`src/piq_pkg.sv`:
```
package piq_pkg;

    localparam int SAMPLE_W = 32;
    localparam int CODE_W   = 16;
    localparam int SCALE_W  = 33;
    localparam int GAIN_W   = 48;
    localparam int DIVD_W   = 49;
    localparam int DIVS_W   = 33;

    localparam int QUANT_HI   = 32750;
    localparam int QUANT_LO_N = 32751;
    localparam int QUANT_SPAN = 65501;

    localparam logic REQ_SCAN  = 1'b0;
    localparam logic REQ_QUANT = 1'b1;
    localparam logic KIND_CODE = 1'b0;
    localparam logic KIND_CAL  = 1'b1;

    typedef struct packed {
        logic                        quant;
        logic signed [SAMPLE_W-1:0]  sample;
        logic signed [SAMPLE_W-1:0]  pmin;
        logic signed [SAMPLE_W-1:0]  pmax;
    } entry_t;

    typedef struct packed {
        logic              start;
        logic [DIVD_W-1:0] dividend;
        logic [DIVS_W-1:0] divisor;
    } div_req_t;

endpackage

```
`src/piq_front.sv`:
```
module piq_front
(
    input  logic                                  clk,
    input  logic                                  rst_n,
    input  logic                                  in_valid,
    output logic                                  in_ready,
    input  logic                                  req_type,
    input  logic signed [piq_pkg::SAMPLE_W-1:0]   sample,
    input  logic                                  last,
    input  logic                                  q_full,
    output logic                                  q_push,
    output piq_pkg::entry_t                       q_data
);

    logic signed [piq_pkg::SAMPLE_W-1:0] min_reg;
    logic signed [piq_pkg::SAMPLE_W-1:0] max_reg;
    logic                                started_reg;
    logic signed [piq_pkg::SAMPLE_W-1:0] min_next;
    logic signed [piq_pkg::SAMPLE_W-1:0] max_next;
    logic                                take;
    logic                                is_scan;

    assign in_ready = !q_full;
    assign take     = in_valid && in_ready;
    assign is_scan  = (req_type == piq_pkg::REQ_SCAN);

    always_comb
    begin
        if (!started_reg)
        begin
            min_next = sample;
            max_next = sample;
        end
        else
        begin
            min_next = (sample < min_reg) ? sample : min_reg;
            max_next = (sample > max_reg) ? sample : max_reg;
        end
    end

    // scan words without last only update the running range
    assign q_push        = take && (!is_scan || last);
    assign q_data.quant  = !is_scan;
    assign q_data.sample = sample;
    assign q_data.pmin   = min_next;
    assign q_data.pmax   = max_next;

    always_ff @(posedge clk or negedge rst_n)
    begin
        if (!rst_n)
        begin
            min_reg     <= '0;
            max_reg     <= '0;
            started_reg <= 1'b0;
        end
        else if (take && is_scan)
        begin
            min_reg     <= min_next;
            max_reg     <= max_next;
            started_reg <= !last;
        end
    end

endmodule

```
`config.mk`:
```
export PLATFORM = sky130hd
export DESIGN_NAME = piq_front
export DESIGN_NICKNAME = d
export VERILOG_FILES = /design/src/piq_pkg.sv /design/src/piq_front.sv
export SDC_FILE = /design/constraint.sdc
export NUM_CORES = 1
export LEC_CHECK = 0
export ABC_AREA = 1
export BUFFER_PORTS_ARGS = -buffer_cell sky130_fd_sc_hd__buf_2
export CORE_MARGIN = 1
export CORE_UTILIZATION = 40
export DETAILED_ROUTE_END_ITERATION = 10
export HOLD_SLACK_MARGIN = 0.02
export PLACE_DENSITY_LB_ADDON = 0.15
export SYNTH_ARGS = -nofsm -noshare
export SYNTH_HDL_FRONTEND = slang
export SYNTH_SLANG_ARGS = --single-unit
```
`constraint.sdc`:
```
create_clock -name clk -period 5.5 [get_ports clk]
set_input_delay 0.55 -clock clk [delete_from_list [all_inputs] [get_ports clk]]
set_output_delay 0.55 -clock clk [all_outputs]
set_load 0.03 [all_outputs]
```
==> impl_metrics.tcl <==
set metrics [dict create \
    cap_viol_max_count 0 \
    cpMostUsedCell "nand2_1" \
    clkPwrFrac_pct 23.0 \
    layout_min_cycle_time_ps 4060 \
    synth_mux_area_share_pct 0 \
    p_int_mw 1.46 \
    overflow 0 \
    coreArea_um2 13900 \
    crit_cells 14 \
    yosysMostFrequentCell "nand2_1" \
    ys_seq_elements 65 \
    crit_type "reg -> out" \
    wl_per_cell_um 13.9 \
    cts_root_buf "clkbuf_16" \
    synth_simple_gate_area_share_pct 39.0 \
    cts.clk_slew.worst_paths_ps 60 \
    end_kind "output pin" \
    syn_inst 837 \
    r2r-start "min_reg[5]$_DFFE_PN0P_" \
    cts_resized 0 \
    synth-edff-count 0 \
    n_antenna_cell 0 \
    relSlewSlack_pct 45.9 \
    dr.first_iter.drc_count 298 \
    port_buffers 136 \
    timing.rr.end "min_reg[24]$_DFFE_PN0P_" \
    worstPathCellList "inv_1 > ha_1 > a21oi_1 > nor2_1 > nor3_1 > nand2_1 > nand2_1 > nand2_1 > nand2_1 > nand3_2 > nand3_4 > nand2_1 > and2_1 > buf_2" \
    combPwrFrac_pct 52.2 \
    worstPathRequired_ps 4950 \
    cts_sinks 65 \
    final.period_utilization_pct 73.8 \
    drcViolationCount 0 \
    die_w_um 122 \
    place.gp.congestion 0.805 \
    grt_setup_unrepaired "no" \
    synth_fp_nets 938 \
    finalWirelength_um 15300 \
    syn_avg_cell_area_um2 6.88 \
    power_density_nw_per_um2 420 \
    p_switching_mw 1.29 \
    status "complete, no violations" \
    cts.htree.levels 3 \
    p_leak_nw 3.75 \
    synth_fa_ha_area_share_pct 13.7 \
    synth_async_sr_flop_share_pct 100 \
    crit_path_max_fanout 33 \
    area_growth_pct 14.1 \
    cts_buffers 9 \
    worstPathArrival_ps 3510 \
    grt_pass1_wl_um 25100 \
    final_core_util_pct 47.1 \
    drt_first_pass_iters 6 \
    start_util_pct 41.3 \
    synth_top_area_cell "dfrtp_1" \
    antenna_found_initial 0 \
    swShare_pct 47.0 \
    r2r_slack_ps 2370 \
    finClkSkew_ps 5.66 \
    setup_viol 0 \
    layoutNonFillerInstCount 1104 \
    dpl_cell_area_um2 6250 \
    maxSlewViolCount 0 \
    hold_buffers 0 \
    fmax_mhz 246 \
    grt_usage_pct 21.7 \
    endpoint "q_data[48]" \
    drive_gt1_share_pct 17.9 \
    fill_cells 1488 \
    die_h_um 122 \
    ant_nets 0 \
    dp_cells 1088 \
    viasPerCell 4.86 \
    max_stage_delay_ps 710 \
    cp-startpoint "min_reg[5]$_DFFE_PN0P_" \
    start_kind "flip-flop" \
    io_pins 137 \
    ys_seq_area_share_pct 28.3 \
    synth.top_cell.area_share_pct 28.3 \
    cts_tree "done" \
    fin_area_um2 6570 \
    rr_worst_depth 14 \
    hold_path_class "in -> async" \
    ys.flop_type "dfrtp_1" \
    synth_compound_area_share_pct 3.65 \
    clockBufferDepth 2 \
    synthXorXnorAreaFrac_pct 0 \
    dpl.hpwl_um 10600 \
    netlist_area_um2 5760 \
    grt_pass1_vias 5142 \
    synth_top_family_by_area "simple AND/OR/NAND/NOR gates" \
    rows 43 \
    finalSetupTns_ps 0 \
    crit_family "simple AND/OR/NAND/NOR gates" \
    dieArea_um2 14900 \
    worst_pin_slew_ps 810 \
    peakVddDrop_mv 0.248 \
    p_seq_share_pct 24.7 \
    synth_cell_type_count 24 \
    ys_top_cells_by_area "dfrtp_1 28%, nand2_1 17%, ha_1 14%" \
    path_buf_inv 2 \
    post-cts-setup-buffers 0 \
    crit_slowest_cell "nand3_4" \
    clock_latency_ps 340 \
    final-hold-violation-count 0 \
    finalPower_mw 2.76 \
    vias 5360 \
    nets 1020 \
    grt_max_degree 66 \
    yosysWarnings 0 \
    synthTopCellsByCount "254 x nand2_1, 115 x inv_1, 100 x nand3_1, 65 x dfrtp_1, 64 x and2_1" \
]
## placed cells by master, fill, tap and decap left out, drive strengths merged, types with 17 or more instances in the layout
| master | instances |
|---|---|
| and2 | 64 |
| inv | 116 |
| nand2 | 258 |
| ha | 63 |
| nor2 | 17 |
| nand3 | 102 |
| dfrtp | 65 |
| buf | 140 |
| a21oi | 29 |
| nand4 | 38 |
## per-stage QoR
stage / hold slack (ps) / setup slack [ps]
4_1_cts: 322 / 1380
6_report: 282 / 1440
5_1_grt: 348 / 1040
3_3_place_gp: 462 / 1470
2_1_floorplan: 254 / 2820
3_5_place_dp: 465 / 1450
## cell type report
cell class / instances / area, µm² / area share (%)
clock inverters: 5 / 78.8 / 1.20
flip-flops and latches: 65 / 1630 / 24.8
inverters: 116 / 435 / 6.63
repair buffers: 140 / 711 / 10.8
multi-input cells: 587 / 3250 / 49.4
well taps: 180 / 225 / 3.43
clock buffers: 11 / 243 / 3.70
## per-layer routing
layer | global-route usage [%] | routed length, µm | vias up
met2 | 35.3 | 6960 | 137
met4 | 6.48 | 201 | 0
met1 | 29.3 | 7510 | 2399
met3 | 3.32 | 676 | 16
li1 | - | - | 2808
met5 | 0 | 0 | -
## logic make-up (layout without fill, tap and decap cells)
group / count (synthesis) / count (layout)
AND/OR/NAND/NOR: 484 / 484
buffers and inverters: 185 / 272
flip-flops: 65 / 65
adder cells (fa/ha/maj): 63 / 63
AO/OA/AOI/OAI: 40 / 40
## power groups by stage
| stage | Combinational (mW) | Sequential, mW | Clock, mW |
|---|---|---|---|
| after global routing | 1.62 | 0.700 | 0.664 |
| after floorplan | 1.14 | 0.663 | 0 |
| final | 1.44 | 0.682 | 0.635 |
| after detailed placement | 1.45 | 0.688 | 0 |
| after CTS | 1.46 | 0.681 | 0.649 |
| after global placement | 1.44 | 0.689 | 0 |
## worst min path at each step
| stage | cells after the start | to | slack (ps) | startpoint |
|---|---|---|---|---|
| final | 1 | max_reg[8]$_DFFE_PN0P_ | 280 | rst_n |
| after global routing | 1 | max_reg[8]$_DFFE_PN0P_ | 350 | rst_n |
| after CTS | 1 | max_reg[8]$_DFFE_PN0P_ | 320 | rst_n |
| after detailed placement | 2 | max_reg[21]$_DFFE_PN0P_ | 460 | max_reg[21]$_DFFE_PN0P_ |
| after global placement | 2 | min_reg[6]$_DFFE_PN0P_ | 460 | min_reg[6]$_DFFE_PN0P_ |
| after floorplan | 0 | max_reg[0]$_DFFE_PN0P_ | 250 | rst_n |
(Power assumes the default switching activity.)
