**config.mk**
```make
export PLATFORM = sky130hd
export DESIGN_NAME = piq_div
export DESIGN_NICKNAME = d
export VERILOG_FILES = /design/src/piq_pkg.sv /design/src/piq_div.sv
export SDC_FILE = /design/constraint.sdc
export NUM_CORES = 1
export LEC_CHECK = 0
export ABC_AREA = 0
export BUFFER_PORTS_ARGS = -buffer_cell sky130_fd_sc_hd__buf_4
export CAP_MARGIN = 5
export CORE_UTILIZATION = 50
export CTS_CLUSTER_DIAMETER = 60
export DETAILED_ROUTE_END_ITERATION = 12
export GPL_TIMING_DRIVEN = 0
export PLACE_DENSITY = 0.76
export SYNTH_ARGS = -nofsm -noshare
export SYNTH_HDL_FRONTEND = slang
export SYNTH_SLANG_ARGS = --single-unit
```
**constraint.sdc**
```tcl
create_clock -name clk -period 3 [get_ports clk]
set_input_delay 0.6 -clock clk [delete_from_list [all_inputs] [get_ports clk]]
set_output_delay 0.6 -clock clk [all_outputs]
set_load 0.1 [all_outputs]
```
**src/piq_pkg.sv**
```systemverilog
package piq_pkg;

    localparam int SAMPLE_W = 32;
    localparam int CODE_W   = 16;
    localparam int SCALE_W  = 33;
    localparam int GAIN_W   = 48;
    localparam int DIVD_W   = 49;
    localparam int DIVS_W   = 33;

    localparam int QUANT_HI   = 32750;
    localparam int QUANT_LO_N = 32751;
    localparam int QUANT_SPAN = 65501;

    localparam logic REQ_SCAN  = 1'b0;
    localparam logic REQ_QUANT = 1'b1;
    localparam logic KIND_CODE = 1'b0;
    localparam logic KIND_CAL  = 1'b1;

    typedef struct packed {
        logic                        quant;
        logic signed [SAMPLE_W-1:0]  sample;
        logic signed [SAMPLE_W-1:0]  pmin;
        logic signed [SAMPLE_W-1:0]  pmax;
    } entry_t;

    typedef struct packed {
        logic              start;
        logic [DIVD_W-1:0] dividend;
        logic [DIVS_W-1:0] divisor;
    } div_req_t;

endpackage

```
**src/piq_div.sv**
```systemverilog
module piq_div
(
    input  logic                              clk,
    input  logic                              rst_n,
    input  piq_pkg::div_req_t                 req,
    output logic                              done,
    output logic [piq_pkg::DIVD_W-1:0]        quotient
);

    logic                              busy_reg;
    logic [5:0]                        cnt_reg;
    logic [piq_pkg::DIVS_W-1:0]        den_reg;
    logic [piq_pkg::DIVS_W-1:0]        rem_reg;
    logic [piq_pkg::DIVD_W-1:0]        quo_reg;
    logic                              done_reg;
    logic [piq_pkg::DIVS_W:0]          trial;
    logic                              fits;

    assign trial    = {rem_reg, quo_reg[piq_pkg::DIVD_W-1]};
    assign fits     = (trial >= {1'b0, den_reg});
    assign done     = done_reg;
    assign quotient = quo_reg;

    always_ff @(posedge clk or negedge rst_n)
    begin
        if (!rst_n)
        begin
            busy_reg <= 1'b0;
            cnt_reg  <= '0;
            done_reg <= 1'b0;
            den_reg  <= '0;
            rem_reg  <= '0;
            quo_reg  <= '0;
        end
        else
        begin
            done_reg <= 1'b0;
            if (req.start)
            begin
                busy_reg <= 1'b1;
                cnt_reg  <= '0;
                den_reg  <= req.divisor;
                rem_reg  <= '0;
                quo_reg  <= req.dividend;
            end
            else if (busy_reg)
            begin
                // one quotient bit per cycle, restoring
                if (fits)
                begin
                    rem_reg <= piq_pkg::DIVS_W'(trial - {1'b0, den_reg});
                end
                else
                begin
                    rem_reg <= trial[piq_pkg::DIVS_W-1:0];
                end
                quo_reg <= {quo_reg[piq_pkg::DIVD_W-2:0], fits};
                cnt_reg <= cnt_reg + 6'd1;
                if (cnt_reg == 6'(piq_pkg::DIVD_W - 1))
                begin
                    busy_reg <= 1'b0;
                    done_reg <= 1'b1;
                end
            end
        end
    end

endmodule

```
==> flow_metrics.tcl <==
set metrics [dict create \
    gr-max-usage-layer "met2" \
    first_global_vias 6569 \
    synth_largest_area_cell "dfrtp_1" \
    largest_register_ffs 49 \
    globalRouteTotalUtil_pct 26.60 \
    initial_drt_pass_iterations 5 \
    cpMostUsedCell "a21o_1" \
    detailed_place_hpwl_um 14030 \
    clock_power_share_pct 25.0 \
    worstSetupEndpointType "flip-flop" \
    power_report.internal_total_w 0.005161 \
    timing.max_slew.rel_slack_pct 49.64 \
    clk_path_buf_depth 2 \
    crit_chain "ha_4 > a21o_1 > a21o_1 > a2111oi_4 > nand3_2 > a41o_4 > a31oi_4 > buf_6 > nand2_1 > a311oi_2" \
    die_height_um 123.9 \
    cts_tree "built" \
    crit_type "reg -> reg" \
    yosys.cell_count.top_type "nand2_1" \
    initial_utilization_pct 51.10 \
    numPortBuffers 133 \
    syn-num-nets 965 \
    achievable-frequency_mhz 335.9 \
    fillers 1217 \
    global_route.usage.met3_pct 5.449 \
    areaGrowthSynthToFinish_pct 30.29 \
    maximum_single_stage_delay_on_the_critical_path_ns 0.42 \
    synth_async_sr_flop_share_pct 100.0 \
    netSwitchingFraction_pct 42.19 \
    die_x_um 123.9 \
    portion_of_the_post_synthesis_area_used_by_sequential_elements_pct 41.44 \
    placed_instances 1162 \
    syn_inst 844 \
    layout.nets 1123 \
    worst_slew_pin_slew_ns 0.7554 \
    p_seq_share_pct 24.7 \
    worstPathMaxFanout 8 \
    final_hold_viol_count 0 \
    timing_max_transition_violations_final 0 \
    ios 135 \
    cts.reportedPaths.clkPinSlew_ns 0.06 \
    detail_route.iter0.violations 605 \
    antenna_violating_nets_post_route 0 \
    cts_hold_buf 0 \
    design.die.area_um2 15350 \
    status "finished clean" \
    grt_setup_unrepaired "true" \
    netlist_area_um2 7427 \
    met1_usage_pct 36.01 \
    grt.overflow.total 0 \
    final_setup_fails 0 \
    setup_total_negative_slack_ns 0 \
    critical_path_required_ns 3.31 \
    placeableCoreArea_um2 14530 \
    clock-sinks 123 \
    power.leakage_nw 4.904 \
    initial_antenna_violation_count 0 \
    clock_tree.root_cell "clkbuf_16" \
    cts_htree_levels 4 \
    remaining_drc_errors 0 \
    route.detailed.wl_per_inst_um 16.79 \
    synth_edf_count 0 \
    postRouteWirelength_um 20140 \
    yosys_warnings 0 \
    drt-vias-per-instance 5.722 \
    crit_path_start_kind "flip-flop" \
    number_of_register_bits_inferred_by_synthesis 123 \
    ir_worst_vdd_v 0.0006131 \
    crit_slowest_cell "dfrtp_1" \
    most_frequently_used_flop_master_after_synthesis "dfrtp_1" \
    worstSkewPairLatency_ns 0.42 \
    placement_rows 44 \
    final_min_period_over_clock_period_pct 99.24 \
    drive_above_1_share_pct 23.65 \
    maxCapViolations 0 \
    grt_first_pass_wirelength_um 31550 \
    ys_top_cells_by_area "dfrtp_1 41%, nand2_1 7.7%, mux2i_1 7.4%, o21ai_0 6.9%, ha_1 5.9%" \
    largest_net_degree_at_the_start_of_global_routing 86 \
    cts_made_buffers 17 \
    period_minus_slack_ns 2.977 \
    finalNonFillerCells 1199 \
    route.vias.total 6861 \
    synthesis.area_per_instance_um2 8.800 \
    place.gp.congestion 0.9077 \
    hold_path_class "in -> async" \
    synth_cell_types 58 \
    global_route.usage.met2_pct 42.19 \
    arrival_ns 3.29 \
    insertedDiodeCount 0 \
    power_density_nw_per_um2 922.6 \
    power.net_switching_w 0.003767 \
    timing.clock.skew_ns 0.007142 \
    ys_top_cells_by_count "153 x nand2_1, 123 x dfrtp_1, 103 x o21ai_0" \
    comb_power_share_pct 50.4 \
    synthDominantCellAreaShare_pct 41.44 \
]
what timing repair did:
item | 4_1_cts | 5_1_grt
pin swaps | 6 | 16
buffers inserted | 5 | 5
gates resized for setup | 11 | 48
cloned | 0 | 3
endpoints found under the setup margin | 33 | 34
kinds of logic after synthesis:
family | synth area share (%)
simple gates | 15.58
xor+xnor | 3.420
flops | 41.44
fa+ha+maj | 6.166
compound gates | 20.40
buf+inv | 5.273
mux | 7.716
placed cells by master, fill, tap and decap left out, drive strengths merged, types with 4 or more instances in the layout:
cell type	count
xor2	10
ha	35
o21ai	104
nor3	14
buf	154
bufinv	4
and3	9
nand4	11
a2111oi	4
nand2	153
mux2i	55
a311oi	25
nor2	50
nand3	7
a21oi	40
a21o	15
dfrtp	123
inv	49
a31oi	9
xnor2	19
clkinv	8
nand2b	10
a211oi	6
clkbuf	54
o21bai	6
per-layer routing:
metal / vias up / wire length [um]
met5: - / 0
met4: 0 / 352
met1: 3298 / 9104
li1: 3293 / -
met2: 240 / 9546
met3: 30 / 1132
power by group through the flow:
stage / logic (W) / registers [W] / clock network, W
6_report: 0.00450 / 0.00220 / 0.00223
5_1_grt: 0.00486 / 0.00223 / 0.00232
4_1_cts: 0.00406 / 0.00218 / 0.00225
3_5_place_dp: 0.00386 / 0.00220 / 0
3_3_place_gp: 0.00380 / 0.00219 / 0
2_1_floorplan: 0.00255 / 0.00261 / 0
worst max-delay path, delay by kind of cell, from the launching register on:
family | cells | cell delay (ns)
AO/OA/AOI/OAI | 6 | 1.75
buffers and inverters | 1 | 0.18
adder cells (fa/ha/maj) | 1 | 0.26
AND/OR/NAND/NOR | 2 | 0.26
flip-flops | 1 | 0.42
metrics by stage:
stage	hold slack, ns	util (%)	instance area, um^2	total power [W]	setup slack (ns)
floorplan	0.3044	-	7437	0.005154	0.006641
global placement	0.5082	59.62	8666	0.005997	-0.1442
detailed placement	0.5194	59.84	8697	0.006061	-0.1818
CTS	0.07294	64.84	9424	0.008495	0.001768
global route	0.08960	66.58	9677	0.009419	-0.07175
finish	0.06723	66.58	9677	0.008928	0.02291
layout make-up:
cell class / count / area (um^2) / share of cell area [%]
timing repair buffer: 147 / 1132 / 11.70
clock inverter: 15 / 212.7 / 2.198
sequential: 123 / 3082 / 31.85
inverter: 46 / 172.7 / 1.784
multi-input combinational: 623 / 4210 / 43.51
tap: 184 / 230.2 / 2.379
clock buffer: 17 / 425.4 / 4.396
buffer: 44 / 211.5 / 2.185
worst paths after layout:
kind	end	slack, ns	start	cells past startpoint
worst max-delay path	rem_reg[11]	0.02	rem_reg[10]	10
worst min-delay path	quotient[42]	0.07	rst_n	1
worst max register to register	rem_reg[11]	0.02	rem_reg[10]	10
worst min register to register	den_reg[30]	0.53	den_reg[30]	2
max in group asynchronous	den_reg[20]	2.19	rst_n	2
min in group clk	den_reg[10]	0.38	req[10]	3
Power figures use the tool's default switching activity.
