File: src/piq_pkg.sv
package piq_pkg;

    localparam int SAMPLE_W = 32;
    localparam int CODE_W   = 16;
    localparam int SCALE_W  = 33;
    localparam int GAIN_W   = 48;
    localparam int DIVD_W   = 49;
    localparam int DIVS_W   = 33;

    localparam int QUANT_HI   = 32750;
    localparam int QUANT_LO_N = 32751;
    localparam int QUANT_SPAN = 65501;

    localparam logic REQ_SCAN  = 1'b0;
    localparam logic REQ_QUANT = 1'b1;
    localparam logic KIND_CODE = 1'b0;
    localparam logic KIND_CAL  = 1'b1;

    typedef struct packed {
        logic                        quant;
        logic signed [SAMPLE_W-1:0]  sample;
        logic signed [SAMPLE_W-1:0]  pmin;
        logic signed [SAMPLE_W-1:0]  pmax;
    } entry_t;

    typedef struct packed {
        logic              start;
        logic [DIVD_W-1:0] dividend;
        logic [DIVS_W-1:0] divisor;
    } div_req_t;

endpackage

File: src/piq_fifo.sv
module piq_fifo
(
    input  logic             clk,
    input  logic             rst_n,
    input  logic             push,
    input  piq_pkg::entry_t  push_data,
    output logic             full,
    input  logic             pop,
    output logic             not_empty,
    output piq_pkg::entry_t  head
);

    localparam int DEPTH = 4;

    piq_pkg::entry_t mem [DEPTH];
    logic [1:0] wr_ptr_reg;
    logic [1:0] rd_ptr_reg;
    logic [2:0] count_reg;

    assign full      = (count_reg == 3'(DEPTH));
    assign not_empty = (count_reg != 3'd0);
    assign head      = mem[rd_ptr_reg];

    always_ff @(posedge clk)
    begin
        if (push)
        begin
            mem[wr_ptr_reg] <= push_data;
        end
    end

    always_ff @(posedge clk or negedge rst_n)
    begin
        if (!rst_n)
        begin
            wr_ptr_reg <= '0;
            rd_ptr_reg <= '0;
            count_reg  <= '0;
        end
        else
        begin
            if (push)
            begin
                wr_ptr_reg <= wr_ptr_reg + 2'd1;
            end
            if (pop)
            begin
                rd_ptr_reg <= rd_ptr_reg + 2'd1;
            end
            if (push && !pop)
            begin
                count_reg <= count_reg + 3'd1;
            end
            else if (pop && !push)
            begin
                count_reg <= count_reg - 3'd1;
            end
        end
    end

endmodule

File: config.mk
export PLATFORM = sky130hd
export DESIGN_NAME = piq_fifo
export DESIGN_NICKNAME = d
export VERILOG_FILES = /design/src/piq_pkg.sv /design/src/piq_fifo.sv
export SDC_FILE = /design/constraint.sdc
export NUM_CORES = 1
export LEC_CHECK = 0
export ABC_AREA = 1
export BUFFER_PORTS_ARGS = -buffer_cell sky130_fd_sc_hd__clkbuf_2
export CAP_MARGIN = 20
export CORE_ASPECT_RATIO = 1.25
export CORE_MARGIN = 2
export CORE_UTILIZATION = 58
export CTS_CLUSTER_SIZE = 8
export DETAILED_ROUTE_END_ITERATION = 8
export PLACE_DENSITY = 0.87
export SYNTH_ARGS = -nofsm -noshare
export SYNTH_HDL_FRONTEND = slang
export SYNTH_SLANG_ARGS = --single-unit
File: constraint.sdc
create_clock -name clk -period 3.9 [get_ports clk]
set_input_delay 0.585 -clock clk [delete_from_list [all_inputs] [get_ports clk]]
set_output_delay 0.585 -clock clk [all_outputs]
set_load 0.1 [all_outputs]
==> results of run 1 <==
worst max-delay path, stage by stage, from the launching register on:
cell and delay [ns]:
dfrtp_4 0.64, inv_4 0.40, buf_12 0.38, o211ai_1 0.16
nand2_1 0.15, clkbuf_2 0.47
cell usage after synthesis:
cell	count	area, um2
nand2_1	305	1145
dfrtp_1	7	175.2
buf_6	1	11.26
xor2_1	3	26.28
clkbuf_1	12	45.04
edfxtp_1	388	11650
fa_1	1	20.02
o211ai_1	194	1456
inv_1	205	769.5
xnor2_1	1	8.760
buf_2	43	215.2
buf_4	5	37.54
nand3_1	1	5.000
buf_1	4	15.01
o21ai_0	1	5.000
nand4_1	1	6.260
ha_1	5	62.56
inv_2	1	3.750
nor3_1	1	5.000
nor2_1	1	3.750
worst paths after layout:
path / startpoint / end / slack (ns) / cells past startpoint
setup / recovery: rd_ptr_reg[1] / head[53] / 0.53 / 5
hold / removal: push_data[71] / mem[1][71] / 0.26 / 1
setup reg to reg: wr_ptr_reg[0] / mem[2][27] / 1.76 / 5
hold reg to reg: count_reg[2] / count_reg[2] / 0.48 / 2
max in group asynchronous: rst_n / rd_ptr_reg[0] / 3.30 / 2
min in group asynchronous: rst_n / rd_ptr_reg[1] / 0.41 / 2
kinds of logic (layout without fill, tap and decap cells):
| kind of cell | Yosys count | in the layout |
|---|---|---|
| xor gates and xnor gates | 4 | 4 |
| buffers and inverters | 271 | 490 |
| other | 0 | 1 |
| adders and majority gates | 6 | 6 |
| DFF | 395 | 395 |
| and+or+nand+nor | 309 | 309 |
| AOI/OAI and AO/OA | 195 | 195 |
metal layers:
metal | share of wire | global-route usage
met4 | 0.038 | 0.1053
met5 | 0 | 0
met2 | 0.52 | 0.3962
met1 | 0.36 | 0.2487
met3 | 0.075 | 0.05401
through the flow:
stage	instances	setup WS (ns)	hold WS [ns]
global route	1745	0.3651	0.2402
detailed placement	1674	1.116	0.4383
floorplan	1180	0.6949	0.2894
global placement	1674	1.139	0.4350
finish	1745	0.5301	0.2621
CTS	1744	0.5112	0.2446
what timing repair did:
action                    in CTS  in global routing
hold buffers                   1                  0
resized for setup              0                  0
hold endpoints to repair       7                  0
final cells by class:
cell class | count | area [um2] | share of cell area
sequential | 395 | 11830 | 0.6400
multi-input combinational | 514 | 2744 | 0.1484
clock buffer | 68 | 1468 | 0.07937
timing repair buffer | 215 | 1219 | 0.06590
inverter | 206 | 785.8 | 0.04249
tap | 345 | 431.7 | 0.02334
clock inverter | 1 | 7.507 | 0.0004060
antenna | 1 | 2.502 | 0.0001353
==> results.toml, run 1 <==
[sta]
hold_violations = 0
rsz0062_at_grt = "no"
worstMarginPinSlew_ns = 0.8739
relSlewSlack = 0.4174
setup_viol = 0
slew_violations = 0
fin_crit_ns = 3.370
fmax_ghz = 0.2967
period_share = 0.8641
setup_tns_ns = 0
skew_ns = 0.01134

[yosys]
netlist_instances = 1180
synthAdderAreaFrac = 0.005271
yosysSeqAreaShare = 0.7548
synthesis.nets = 1287
synth_top_family_by_area = "compound AO/OA/AOI/OAI gates"
syn_area_um2 = 15670
ys_ff_latch = 395
synth_cell_type_count = 20
syn_avg_cell_area_um2 = 13.28
synth-xor-area-share = 0.002236
synth_compound_area_frac = 0.09328
synthSimpleGateAreaFrac = 0.07435
muxShareOfSynthArea = 0
ys.warnings.count = 0

[floorplan]
fp.dieW_um = 151.0
ios = 200
rows = 67
start_util = 0.5877
design.core.area_um2 = 26660
die_area_um2 = 28350
fp.dieH_um = 187.8

[clocking]
post_cts_buffers = 0
h-tree-depth = 2
cts_buffer_depth = 3
numCtsBuffers = 55
cts_tree = "yes"
cts.clk_slew.worst_paths_ns = 0.05
clk_latency_ns = 0.54
clock_sinks = 395
cts_root_buf = "clkbuf_16"

[placement]
post_dp_cell_area_um2 = 17000
dp_hpwl_um = 17780
gp_congestion = 0.7631
portBuffers = 199

[layout]
final_cell_area_um2 = 18490
mostFrequentLayoutCells = "edfxtp_1, nand2_1, inv_1"
utilization = 0.6937
fill_cells = 1736
final_common_cell = "edfxtp_1"
largest_reg_flops = 388
fin_nets = 1494
drive_above_1_share = 0.1994
area_growth_pct = 18.02

[drt]
vias = 9529
viasPerCell = 5.461
drt_iter0_drc = 494
drt_pass1_iterations = 5
postRouteAntennaNets = 0
drcViolationCount = 0
drt-wirelength-per-cell_um = 17.77
drt_wl_total_um = 31010

[worst_setup_path]
cp-start-kind = "flop"
crit_required_ns = 3.31
critical_path_arrival_ns = 2.78
worst-setup-path-type = "reg -> out"
cp-end-kind = "output port"
crit_fanout = 65

[grt]
grt_pass1_wl_um = 48520
antenna_found_initial = 1
grt_pass1_vias = 9888
grt_usage = 0.2226
grt_max_degree = 87
grt.overflow.total = 0

[outcome]
outcome = "complete, no violations"

[worst_hold_path]
hold_path.class = "in -> reg"

[run]
maxCapViolations = 0
Power of run 1 is not shown: default switching activity piles up to over one toggle a cycle in this logic, so the estimate is an artifact.
==> run 2, diff against run 1 <==
- CORE_UTILIZATION: 58 -> 35
- GPL_TIMING_DRIVEN: default -> 0
- PLACE_DENSITY: 0.87 -> 0.6
==> results.toml, run 2 (same netlist as run 1, synthesis figures left out) <==
[outcome]
outcome = "complete, no violations"

[floorplan]
start_util = 0.3551
rows = 86
fp.dieW_um = 193.2
die_area_um2 = 46480
fp.dieH_um = 240.6
design.core.area_um2 = 44120
ios = 200

[placement]
post_dp_cell_area_um2 = 17510
gp_congestion = 0.7468
portBuffers = 199
dp_hpwl_um = 23270
post-place-ws_ns = 1.226

[drt]
drcViolationCount = 0
highest_layer = "met5"
vias = 9689
drt_wl_total_um = 37690
drt-wirelength-per-cell_um = 18.59
wl_met1_um = 15300
drt_pass1_iterations = 4
postRouteAntennaNets = 0
viasPerCell = 4.780
dr_wl_met2_um = 18850
routed-wl-met3_um = 2691
drt_iter0_drc = 522

[clocking]
cts_tree = "yes"
cts_buffer_depth = 3
post_cts_buffers = 0
cts.clk_slew.worst_paths_ns = 0.06
cts_root_buf = "clkbuf_16"
cts_resized = 0
clk_latency_ns = 0.57
numCtsBuffers = 55
clock_sinks = 395
h-tree-depth = 2

[sta]
skew_ns = 0.01244
slew_violations = 0
hold_violations = 0
period_share = 0.8192
setup_viol = 0
finalWorstSetupSlack_ns = 0.7051
fmax_ghz = 0.3130
relSlewSlack = 0.5693
worstMarginPinSlew_ns = 0.6460
fin_crit_ns = 3.195
rsz0062_at_grt = "no"
setup_tns_ns = 0

[worst_setup_path]
crit_fanout = 10
ff2ff_path_depth = 5
cp-start-kind = "flop"
timing.rr.start = "wr_ptr_reg[0]"
worst-setup-path-type = "reg -> out"
critical_path_arrival_ns = 2.61
cp-end-kind = "output port"
crit_required_ns = 3.31
timing.rr.end = "mem[0][46]"
reg2reg_slack_ns = 1.93

[layout]
final_common_cell = "edfxtp_1"
fin_nets = 1548
final_cell_area_um2 = 19010
utilization = 0.4308
largest_reg_flops = 388
fill_cells = 4070
mostFrequentLayoutCells = "edfxtp_1, nand2_1, inv_1"
area_growth_pct = 21.31
drive_above_1_share = 0.2166

[worst_hold_path]
hold_path.class = "in -> reg"
hold_end = "mem[1][26]"
hold_start = "push_data[26]"
whs_path_depth = 1

[grt]
grt.overflow.total = 0
antenna_found_initial = 5
grt_pass1_wl_um = 56840
grt_max_degree = 55
grt_usage = 0.1606
grt_pass1_vias = 9828

[run]
maxCapViolations = 0
## run 2: changes by cell type in the layout (fill, tap and decap cells not counted), sizes merged
cell,previous run,this run
buf,15,57
clkbuf,267,281
clkinvlp,1,0
## run 2: metrics by stage
stage,hold WS (ns),std cells
after floorplan,0.2894,1180
after global placement,0.4496,1951
after detailed placement,0.4574,1955
after CTS,0.1866,2026
after global routing,0.2018,2027
final,0.2285,2027
## run 2: final cells by class
| type | count | area (um2) | area share |
|---|---|---|---|
| antenna | 1 | 2.502 | 0.0001317 |
| buffer | 65 | 324.1 | 0.01705 |
| clock buffer | 70 | 1485 | 0.07814 |
| inverter | 206 | 793.3 | 0.04174 |
| multi-input combinational | 514 | 2744 | 0.1444 |
| sequential | 395 | 11830 | 0.6222 |
| tap | 572 | 715.7 | 0.03765 |
| timing repair buffer | 204 | 1116 | 0.05872 |
## run 2: worst max-delay path by stage
stage	start	to	slack [ns]	cells past startpoint
floorplan	push	mem[0][0]	0.69	3
global placement	push	mem[0][39]	-1.19	4
detailed placement	rd_ptr_reg[0]	head[54]	1.23	5
CTS	rd_ptr_reg[0]	head[54]	0.59	5
global route	rd_ptr_reg[0]	head[48]	0.54	5
finish	rd_ptr_reg[0]	head[49]	0.71	5
## run 2: timing repair
action                                  in CTS  in global routing
hold endpoints to repair                     7                  0
hold buffers                                 1                  0
endpoints found under the setup margin       0                  0
## run 2: per-layer routing
layer	vias up	global-route usage
met4	8	0.06199
met3	66	0.04262
met1	4710	0.1936
met5	-	0
li1	4620	-
met2	285	0.2765
## run 2: critical path, stage by stage, from the launching register on
cell and delay (ns):
dfrtp_1 0.34, buf_2 0.35, clkbuf_1 0.54, o211ai_1 0.18
nand2_1 0.12, clkbuf_2 0.49
Power of run 2 is left out for the same reason.
